--- src/rtl/bba_pkg.sv ---
// Shared types, constants and helpers for the bitmap block allocator.
`default_nettype none
package bba_pkg;

  localparam int WORD_W   = 32;
  localparam int WORD_LOG = 5;
  localparam int BLOCK_W  = 10;
  localparam int REQ_W    = 2;
  localparam int DATA_W   = 16;

  typedef enum logic [REQ_W-1:0] {
    REQ_ALLOC   = 2'd0,
    REQ_MARK    = 2'd1,
    REQ_RELEASE = 2'd2
  } req_t;

  localparam logic STAT_OK   = 1'b0;
  localparam logic STAT_FULL = 1'b1;

  typedef struct packed {
    logic clear_wr;
    logic load;
    logic rd;
    logic chk;
    logic emit;
  } bba_cmd_t;

  typedef struct packed {
    logic clear_last;
    logic direct;
    logic more;
    logic out_free;
  } bba_sts_t;

  // lowest set bit position; zero when the word is empty
  function automatic logic [WORD_LOG-1:0] lowest_set(input logic [WORD_W-1:0] w);
    logic [WORD_LOG-1:0] pos;
    pos = '0;
    for (int i = WORD_W - 1; i >= 0; i--) begin
      if (w[i]) begin
        pos = WORD_LOG'(i);
      end
    end
    return pos;
  endfunction

endpackage
`default_nettype wire

--- src/rtl/bba_ram.sv ---
// Generic simple dual-port RAM with registered read.
`default_nettype none
module bba_ram #(
  parameter int WIDTH = 32,
  parameter int DEPTH = 32,
  localparam int AW = (DEPTH > 1) ? $clog2(DEPTH) : 1
) (
  input  logic             clk,
  input  logic             we,
  input  logic [AW-1:0]    waddr,
  input  logic [WIDTH-1:0] wdata,
  input  logic             re,
  input  logic [AW-1:0]    raddr,
  output logic [WIDTH-1:0] rdata
);

  logic [WIDTH-1:0] mem [DEPTH];

  always_ff @(posedge clk) begin
    if (we) begin
      mem[waddr] <= wdata;
    end
    if (re) begin
      rdata <= mem[raddr];
    end
  end

endmodule
`default_nettype wire

--- src/rtl/bba_ctrl.sv ---
// Sequencing controller: clearing pass, request read-modify-write, result hand-off.
`default_nettype none
module bba_ctrl (
  input  logic              clk,
  input  logic              rst,
  input  logic              s_tvalid,
  output logic              s_tready,
  input  bba_pkg::bba_sts_t sts,
  output bba_pkg::bba_cmd_t cmd
);
  import bba_pkg::*;

  typedef enum logic [4:0] {
    ST_CLEAR = 5'b00001,
    ST_IDLE  = 5'b00010,
    ST_ISSUE = 5'b00100,
    ST_CHECK = 5'b01000,
    ST_DONE  = 5'b10000
  } state_t;

  state_t state, state_next;

  always_ff @(posedge clk) begin
    if (rst) begin
      state <= ST_CLEAR;
    end else begin
      state <= state_next;
    end
  end

  always_comb begin
    state_next = state;
    cmd        = '0;
    s_tready   = 1'b0;
    unique case (state)
      ST_CLEAR: begin
        cmd.clear_wr = 1'b1;
        if (sts.clear_last) begin
          state_next = ST_IDLE;
        end
      end
      ST_IDLE: begin
        s_tready = 1'b1;
        if (s_tvalid) begin
          cmd.load   = 1'b1;
          state_next = sts.direct ? ST_DONE : ST_ISSUE;
        end
      end
      ST_ISSUE: begin
        cmd.rd     = 1'b1;
        state_next = ST_CHECK;
      end
      ST_CHECK: begin
        cmd.chk    = 1'b1;
        state_next = sts.more ? ST_ISSUE : ST_DONE;
      end
      ST_DONE: begin
        if (sts.out_free) begin
          cmd.emit   = 1'b1;
          state_next = ST_IDLE;
        end
      end
      default: state_next = ST_CLEAR;
    endcase
  end

endmodule
`default_nettype wire

--- src/rtl/bba_dpath.sv ---
// Datapath: map RAM, search hint, request registers, result and output beat registers.
`default_nettype none
module bba_dpath #(
  parameter int BLOCK_COUNT = 1024
) (
  input  logic                       clk,
  input  logic                       rst,
  input  bba_pkg::bba_cmd_t          cmd,
  output bba_pkg::bba_sts_t          sts,
  input  logic [bba_pkg::DATA_W-1:0] s_tdata,
  input  logic [bba_pkg::REQ_W-1:0]  s_tuser,
  output logic                       m_tvalid,
  input  logic                       m_tready,
  output logic [bba_pkg::DATA_W-1:0] m_tdata,
  output logic                       m_tuser
);
  import bba_pkg::*;

  localparam int DEPTH    = (BLOCK_COUNT + WORD_W - 1) / WORD_W;
  localparam int AW       = (DEPTH > 1) ? $clog2(DEPTH) : 1;
  localparam int REM      = BLOCK_COUNT % WORD_W;
  localparam logic [AW-1:0] LAST = AW'(DEPTH - 1);
  localparam logic [WORD_W-1:0] LAST_WORD =
    (REM == 0) ? '1 : ((WORD_W'(1) << REM) - WORD_W'(1));

  logic [REQ_W-1:0]    req_q;
  logic [AW-1:0]       word_q;
  logic [WORD_LOG-1:0] bit_q;
  logic [AW-1:0]       hint;
  logic [AW-1:0]       clr_cnt;
  logic [BLOCK_W-1:0]  res_gnt;
  logic                res_stat;
  logic [BLOCK_W-1:0]  out_gnt;
  logic                out_stat;

  logic [BLOCK_W-1:0]  in_idx;
  logic [31:0]         in_idx32;
  logic                in_range;
  logic                is_alloc;
  logic                ram_we;
  logic [AW-1:0]       ram_waddr;
  logic [WORD_W-1:0]   ram_wdata;
  logic [AW-1:0]       ram_raddr;
  logic [WORD_W-1:0]   rdata;
  logic                word_zero;
  logic [WORD_LOG-1:0] pos;
  logic [31:0]         gnt32;
  logic [WORD_W-1:0]   bit_mask;

  assign in_idx   = s_tdata[BLOCK_W-1:0];
  assign in_idx32 = 32'(in_idx);
  assign in_range = in_idx32 < 32'(BLOCK_COUNT);

  assign sts.direct = (s_tuser == REQ_ALLOC) ? 1'b0 :
                      ((s_tuser == REQ_MARK) || (s_tuser == REQ_RELEASE)) ? !in_range :
                      1'b1;

  assign is_alloc  = (req_q == REQ_ALLOC);
  assign word_zero = (rdata == '0);
  assign pos       = lowest_set(rdata);
  assign gnt32     = (32'(hint) << WORD_LOG) | 32'(pos);
  assign bit_mask  = WORD_W'(1) << bit_q;

  assign sts.clear_last = (clr_cnt == LAST);
  assign sts.more       = is_alloc && word_zero && (hint != LAST);
  assign sts.out_free   = !m_tvalid || m_tready;

  assign ram_raddr = is_alloc ? hint : word_q;

  always_comb begin
    ram_we    = 1'b0;
    ram_waddr = ram_raddr;
    ram_wdata = rdata;
    if (cmd.clear_wr) begin
      ram_we    = 1'b1;
      ram_waddr = clr_cnt;
      ram_wdata = (clr_cnt == LAST) ? LAST_WORD : '1;
    end else if (cmd.chk) begin
      unique case (req_q)
        REQ_ALLOC: begin
          ram_we    = !word_zero;
          ram_wdata = rdata & (rdata - WORD_W'(1));
        end
        REQ_MARK: begin
          ram_we    = 1'b1;
          ram_wdata = rdata & ~bit_mask;
        end
        REQ_RELEASE: begin
          ram_we    = 1'b1;
          ram_wdata = rdata | bit_mask;
        end
        default: ram_we = 1'b0;
      endcase
    end
  end

  bba_ram #(
    .WIDTH(WORD_W),
    .DEPTH(DEPTH)
  ) u_ram (
    .clk  (clk),
    .we   (ram_we),
    .waddr(ram_waddr),
    .wdata(ram_wdata),
    .re   (cmd.rd),
    .raddr(ram_raddr),
    .rdata(rdata)
  );

  always_ff @(posedge clk) begin
    if (rst) begin
      hint     <= '0;
      clr_cnt  <= '0;
      m_tvalid <= 1'b0;
    end else begin
      if (cmd.clear_wr && !sts.clear_last) begin
        clr_cnt <= clr_cnt + AW'(1);
      end
      if (cmd.chk) begin
        if (sts.more) begin
          hint <= hint + AW'(1);
        end else if (req_q == REQ_RELEASE && word_q < hint) begin
          hint <= word_q;
        end
      end
      if (cmd.emit) begin
        m_tvalid <= 1'b1;
      end else if (m_tready) begin
        m_tvalid <= 1'b0;
      end
    end
  end

  always_ff @(posedge clk) begin
    if (cmd.load) begin
      req_q    <= s_tuser;
      word_q   <= AW'(in_idx32 >> WORD_LOG);
      bit_q    <= in_idx[WORD_LOG-1:0];
      res_gnt  <= '0;
      res_stat <= STAT_OK;
    end
    if (cmd.chk && is_alloc) begin
      if (!word_zero) begin
        res_gnt <= gnt32[BLOCK_W-1:0];
      end else if (!sts.more) begin
        res_stat <= STAT_FULL;
      end
    end
    if (cmd.emit) begin
      out_gnt  <= res_gnt;
      out_stat <= res_stat;
    end
  end

  assign m_tdata = DATA_W'(out_gnt);
  assign m_tuser = out_stat;

endmodule
`default_nettype wire

--- src/rtl/bitmap_block_allocator.sv ---
// Top level of the free-block bitmap allocator.
//
//  channel | dir | tdata                         | tuser
//  s_*     | in  | [9:0] block_index, pad to 16  | [1:0] req_type
//  m_*     | out | [9:0] granted_block, pad to 16| [0] status
//
// After rst a clearing pass writes all ceil(BLOCK_COUNT/32) map words, s_tready low.
// Mark and release: a RAM read state, then a check state that writes the word back;
// unused codes and out-of-range blocks skip the RAM. Allocate scans 32-block words upward
// from the search hint, a read and a check state each, up to a free block or the last word.
// The result register frees the input side while a beat waits on m_tready.
`default_nettype none
module bitmap_block_allocator #(
  parameter int BLOCK_COUNT = 1024
) (
  input  logic                       clk,
  input  logic                       rst,
  input  logic                       s_tvalid,
  output logic                       s_tready,
  input  logic [bba_pkg::DATA_W-1:0] s_tdata,   // [9:0] block_index
  input  logic [bba_pkg::REQ_W-1:0]  s_tuser,   // [1:0] req_type
  output logic                       m_tvalid,
  input  logic                       m_tready,
  output logic [bba_pkg::DATA_W-1:0] m_tdata,   // [9:0] granted_block
  output logic                       m_tuser    // [0] status
);
  import bba_pkg::*;

  bba_cmd_t cmd;
  bba_sts_t sts;

  bba_ctrl u_ctrl (
    .clk     (clk),
    .rst     (rst),
    .s_tvalid(s_tvalid),
    .s_tready(s_tready),
    .sts     (sts),
    .cmd     (cmd)
  );

  bba_dpath #(
    .BLOCK_COUNT(BLOCK_COUNT)
  ) u_dpath (
    .clk     (clk),
    .rst     (rst),
    .cmd     (cmd),
    .sts     (sts),
    .s_tdata (s_tdata),
    .s_tuser (s_tuser),
    .m_tvalid(m_tvalid),
    .m_tready(m_tready),
    .m_tdata (m_tdata),
    .m_tuser (m_tuser)
  );

endmodule
`default_nettype wire

--- config.mk ---
export PLATFORM = sky130hd
export DESIGN_NAME = bitmap_block_allocator
export DESIGN_NICKNAME = d
export VERILOG_FILES = /design/src/rtl/bba_pkg.sv /design/src/rtl/bba_ram.sv /design/src/rtl/bba_ctrl.sv /design/src/rtl/bba_dpath.sv /design/src/rtl/bitmap_block_allocator.sv
export SDC_FILE = /design/constraint.sdc
export NUM_CORES = 2
export LEC_CHECK = 0
export ABC_AREA = 1
export BUFFER_PORTS_ARGS = -buffer_cell sky130_fd_sc_hd__buf_2
export CORE_ASPECT_RATIO = 1.25
export CORE_UTILIZATION = 63
export CTS_BUF_LIST = sky130_fd_sc_hd__clkbuf_8 sky130_fd_sc_hd__clkbuf_16
export CTS_CLUSTER_DIAMETER = 50
export DETAILED_ROUTE_END_ITERATION = 8
export PLACE_DENSITY = 0.79
export SLEW_MARGIN = 20
export SYNTH_ARGS = -nofsm -noshare
export SYNTH_HDL_FRONTEND = slang
export SYNTH_SLANG_ARGS = --single-unit
--- constraint.sdc ---
create_clock -name clk -period 6 [get_ports clk]
set_clock_uncertainty 0.05 [all_clocks]
set_input_delay 0 -clock clk [delete_from_list [all_inputs] [get_ports clk]]
set_output_delay 0 -clock clk [all_outputs]
set_load 0.01 [all_outputs]
# Word-level counts from Yosys, hierarchy flattened
# Memory sizes are Yosys's and may differ from the RTL's. A register that Yosys moved wholly into a read port is not among the register bits.
# Index checks and enable logic that the tools add are counted.
# W data, S select, Z words.
# totals
regBits,50
latch_bits,0
mem_bits_rw,1024
mem_bits_ro,0
in_bits,22
output_inout_bits,19
n_memories,1
# classes
n_addsub,3
n_mul,0
n_div,0
n_lt_le_gt_ge,2
n_eq_ne,14
shifts,1
n_mux,69
bitwise,5
n_reduce_logical,19
# memory_table
name,words,word_bits,rd,rd_ports_with_merged_regs,write_ports,line,rtl
u_dpath.u_ram.mem,32,32,1,1,1,bba_ram.sv:17,logic [WIDTH-1:0] mem [DEPTH];
# op_table
operator,count
$mux W5,41
$pmux W32 S3,1
$and A32 B32 Y32,2
$mux W32,2
$logic_not A32 Y1,1
$not A32 Y32,1
$or A32 B32 Y32,1
$shl A1 B5 Y32 const A,1
$sub A32 B1 Y32 const B,1
$mux W10,3
$pmux W5 S5,1
$mux W1,20
$lt A10 B11 Y1 const B,1
$add A5 B1 Y5 const B,2
$eq A5 B5 Y1 const B,2
$or A10 B5 Y10,1
$eq A5 B1 Y1 const B,1
$eq A5 B2 Y1 const B,1
$eq A5 B3 Y1 const B,1
$eq A5 B4 Y1 const B,1
$logic_and A1 B1 Y1,5
$lt A5 B5 Y1,1
$ne A5 B5 Y1 const B,1
$eq A2 B1 Y1 const B,2
11 further kinds,19

# Logic depth before layout (Yosys ltp)
# depth
ltp_word,35
mapped_depth,33

# Modules after synthesis
# From an unflattened synthesis, not the netlist that was laid out.
# unflattened
cells_unflattened,4189
area_unflattened_um2,46952.5
# modules_own_cells
module,instances,cells_each,area_per_inst_um2,seq_area_each_um2
bba_ram,1,3536,42726.0,31710.4
bba_dpath,1,601,3865.0,1131.1
bba_ctrl,1,52,361.6,100.1

# Worst setup path after synthesis
# Ideal clock, no wire load.
# synth_timing
path_kind,flip-flop to flip-flop
start,register u_ctrl.state[1]
end,"memory u_dpath.u_ram.mem[0][26], data pin"
arrival_ns,3.522
slack_ns,1.813
path_stages_with_launch,8
period_less_slack_ns,4.187
cell_sequence,dfxtp_1 > nor2_1 > nand4_1 > nor2_2 > inv_2 > nor2_4 > nand2_1 > o311ai_0
# synth_between
elab_chain_len,4
# synth_lines
item,line,rtl
start: declaration,bba_ctrl.sv:21,"state_t state, state_next;"
start signal: assignment,bba_ctrl.sv:27,state <= state_next;
$eq A5 B4 Y1,bba_ctrl.sv:35,unique case (state)
$mux W1,bba_ctrl.sv:35,
$mux W32,bba_dpath.sv:78,end else if (cmd.chk) begin
$mux W32 (*),bba_dpath.sv:74,if (cmd.clear_wr) begin
via u_dpath.ram_wdata[26],bba_dpath.sv:42,logic [WORD_W-1:0] ram_wdata;
end: declaration,bba_ram.sv:17,
# The timed path passes the listed nets; every way through them passes the cells marked *.

# Worst setup path in the final report
# layout_timing
start,register u_dpath.req_q[1]
end,"register u_dpath.u_ram.rdata[1] (read register of u_dpath.u_ram.mem), data pin"
# layout_between
elab_chain_len,2
# layout_lines
item,line,rtl
start: declaration,bba_dpath.sv:26,logic [REQ_W-1:0] req_q;
start signal: assignment,bba_dpath.sv:136,req_q <= s_tuser;
$logic_not A2 Y1,bba_dpath.sv:58,assign is_alloc = (req_q == REQ_ALLOC);
$mux W5,bba_dpath.sv:68,assign ram_raddr = is_alloc ? hint : word_q;
end: declaration,bba_ram.sv:14,output logic [WIDTH-1:0] rdata
# Every way passes these cells.
# A chain may end at the register's enable or synchronous reset.

==> out/metrics.cfg <==
[cts]
clkLatencyLatePin_ns=0.68
htreeDepth=3
cts_buffers=99
cts_max_path_buffers=3
cts_tree=done
clkSlewWorstSetupHoldPaths_ns=0.06
post_cts_resized=0
cts_root_buffer=clkbuf_16
cts.sinks=1106

[setup_path]
cp-end-kind=flip-flop
cp_max_fo=96
reg2reg_depth=12
r2r-end=u_dpath.u_ram.rdata[1]
r2r_slack_ns=1.60
crit_chain=inv_1, ha_1, nand2_1, o21ai_4, buf_4, buf_4, o21ai_0, o221ai_1, o211ai_1, nand2_1, a31oi_1, a31oi_1
cp.arrival_ns=4.79
crit_required_ns=6.39
critPathTopFamily=buffers and inverters
slowest_delay_ns=0.80
path_buf_inv=3
crit_start=u_dpath.req_q[1]
crit_slowest_cell=buf_4
r2r_start=u_dpath.req_q[1]
criticalPathCategory=flip-flop to flip-flop
worst_setup_path_start_kind=flip-flop

[sta]
grt_setup_unrepaired=no
hold_violations=1
worst_pin_slew_ns=1.211
slew_viol_final=0
fmax_ghz=0.2273
layout_setup_ws_ns=1.601
period_share_pct=73.31
timing.final.crit_period_ns=4.399
finalSetupViolCount=0
relSlewSlack_pct=19.07
fin_setup_tns_ns=0
whs_ns=-0.008695

[finish]
area_growth_pct=11.74
finalNetCount=3462
final_core_util_pct=71.44
drive_gt1_share_pct=10.03

[detailed_routing]
wl_per_cell_um=28.03
wl_um=124600
drc=0
drt_pass1_iterations=6
drt_iter0_markers=4752
via_count=30854
drtAntennaViolNets=0
avgViaCountPerCell=6.943

[synthesis]
netlist_instances=3399
seq_area_frac_synth_pct=74.04
yosys.area.top_type=edfxtp_1
synthTopCellsByCount=edfxtp_1, nor2_1, o21ai_0, o221ai_1, clkbuf_1
synth_warnings=0
syn-cell-area_mm2=0.04449
synth_edf_count=1079
synth.most_common_cell=edfxtp_1
synth_cell_types=51
synth_area_leaders=edfxtp_1, o21ai_0, nor2_1
avgSynthCellArea_um2=13.09
synthArstFlopShare_pct=0
synth_top_cell_area_share_pct=72.83
ys_ff_latch=1106
synth-main-ff-cell=edfxtp_1

[placed_design]
port_buffers=28
dp_worst_setup_slack_ns=1.776
gp_congestion=0.9406
dp_hpwl_um=66660

[die]
die_x_um=239.7
fp.dieH_um=299.1
die_area_mm2=0.07169
std_cell_rows=108
core_mm2=0.06959
initial_core_util_pct=63.93
top_level_ports=41

[run]
drv_cap=0

[outcome]
violations=negative hold slack
status=finished, violations left

[global_routing]
grt_pass1_wl_um=182100
grt-ovfl-total=0
grt_start_max_net_pins=220
antenna_found_initial=2
grt_pass1_vias=29978
grtUsageTotal_pct=34.63

[min_path]
worstHoldStart=s_tdata[2]
hold_path_class=input port to flip-flop
min_path_cells=2
holdPathEnd=u_dpath.bit_q[2]

[pwr]
pwr_density_cell_mw_per_mm2=323.6
p_leak_nw=15.52
irDropWorstVdd_uv=258.2

==> where the power goes <==
group,switching [mW],internal (mW)
sequential,0.0614,8.83
clock,2.84,3.51
combinational,0.699,0.146
total,3.60,12.5
==> through the flow <==
step                      total power, mW  cell area, µm²  cells
final                               16.09           49710   4444
after global routing                16.42           49710   4443
after CTS                           16.07           49680   4442
after detailed placement            9.857           46200   4237
after global placement              9.804           46200   4237
after floorplan                     9.410           44510   3404
==> flip-flops by register name, summed over array words and instances, names as in the netlist <==
signal	cells
u_dpath.req_q	2
u_dpath.out_gnt	10
u_dpath.hint	5
u_dpath.clr_cnt	5
u_dpath.res_gnt	10
u_dpath.m_tuser	1
u_dpath.u_ram.rdata	32
u_dpath.bit_q	5
u_dpath.m_tvalid	1
u_ctrl.state	5
u_dpath.res_stat	1
u_dpath.u_ram.mem	1024
u_dpath.word_q	5
==> per-layer routing <==
metal | wire length, µm | share of wire [%] | vias to the layer above | global-route usage (%)
met5 | 24 | 0.019 | - | 0
met4 | 7017 | 5.6 | 4 | 19.43
met3 | 15120 | 12 | 453 | 6.363
met2 | 59380 | 48 | 2470 | 54.73
met1 | 43020 | 35 | 14988 | 45.71
li1 | - | - | 12939 | -
==> how the worst max path moves through the flow <==
stage,to,depth (start not counted)
after floorplan,u_dpath.u_ram.mem[0][26],7
after global placement,u_dpath.u_ram.rdata[27],11
after detailed placement,u_dpath.u_ram.mem[20][20],8
after CTS,u_dpath.u_ram.rdata[27],11
after global routing,u_dpath.u_ram.rdata[1],12
final,u_dpath.u_ram.rdata[1],12
==> timing repair <==
item	CTS	global route
endpoints found under the setup margin	0	0
hold buffers	23	0
hold endpoints to repair	61	0
setup buffers	0	0
==> cell type report <==
type	instances	area, µm²
Fill cell	4199	19880
Clock buffer	106	2585
Antenna cell	1	2.502
Clock inverter	76	671.9
Multi-Input combinational cell	1949	10600
Tap cell	935	1170
Timing Repair Buffer	160	1305
Inverter	111	434.2
Sequential cell	1106	32940
==> cells by family (layout without fill, tap and decap cells) <==
kind of cell	Yosys count	count (layout)	share of synthesized area, %
flip-flops	1106	1106	74.04
other	1	7	0.008429
XOR/XNOR	1	1	0.01969
adder cells (fa/ha/maj)	13	13	0.3656
buffers and inverters	349	453	3.079
AND/OR/NAND/NOR	906	906	8.184
AO/OA/AOI/OAI	1023	1023	14.30
==> cell usage in the layout, fill, tap and decap left out, drive strengths merged, types with 7 or more instances in the layout <==
master and n:
nor2 632, nand4 10, dfxtp 27, a311oi 7
nand2 155, dlygate4sd3 23, ha 13, o311ai 8
clkbuf 106, o221ai 200, nand3 84, o21ai 565
edfxtp 1079, a21oi 15, bufinv 9, nor3 19
clkinv 42, inv 132, buf 137, a31oi 80
o22ai 60, o211ai 66
No activity file was read; power rests on OpenSTA's default activity.
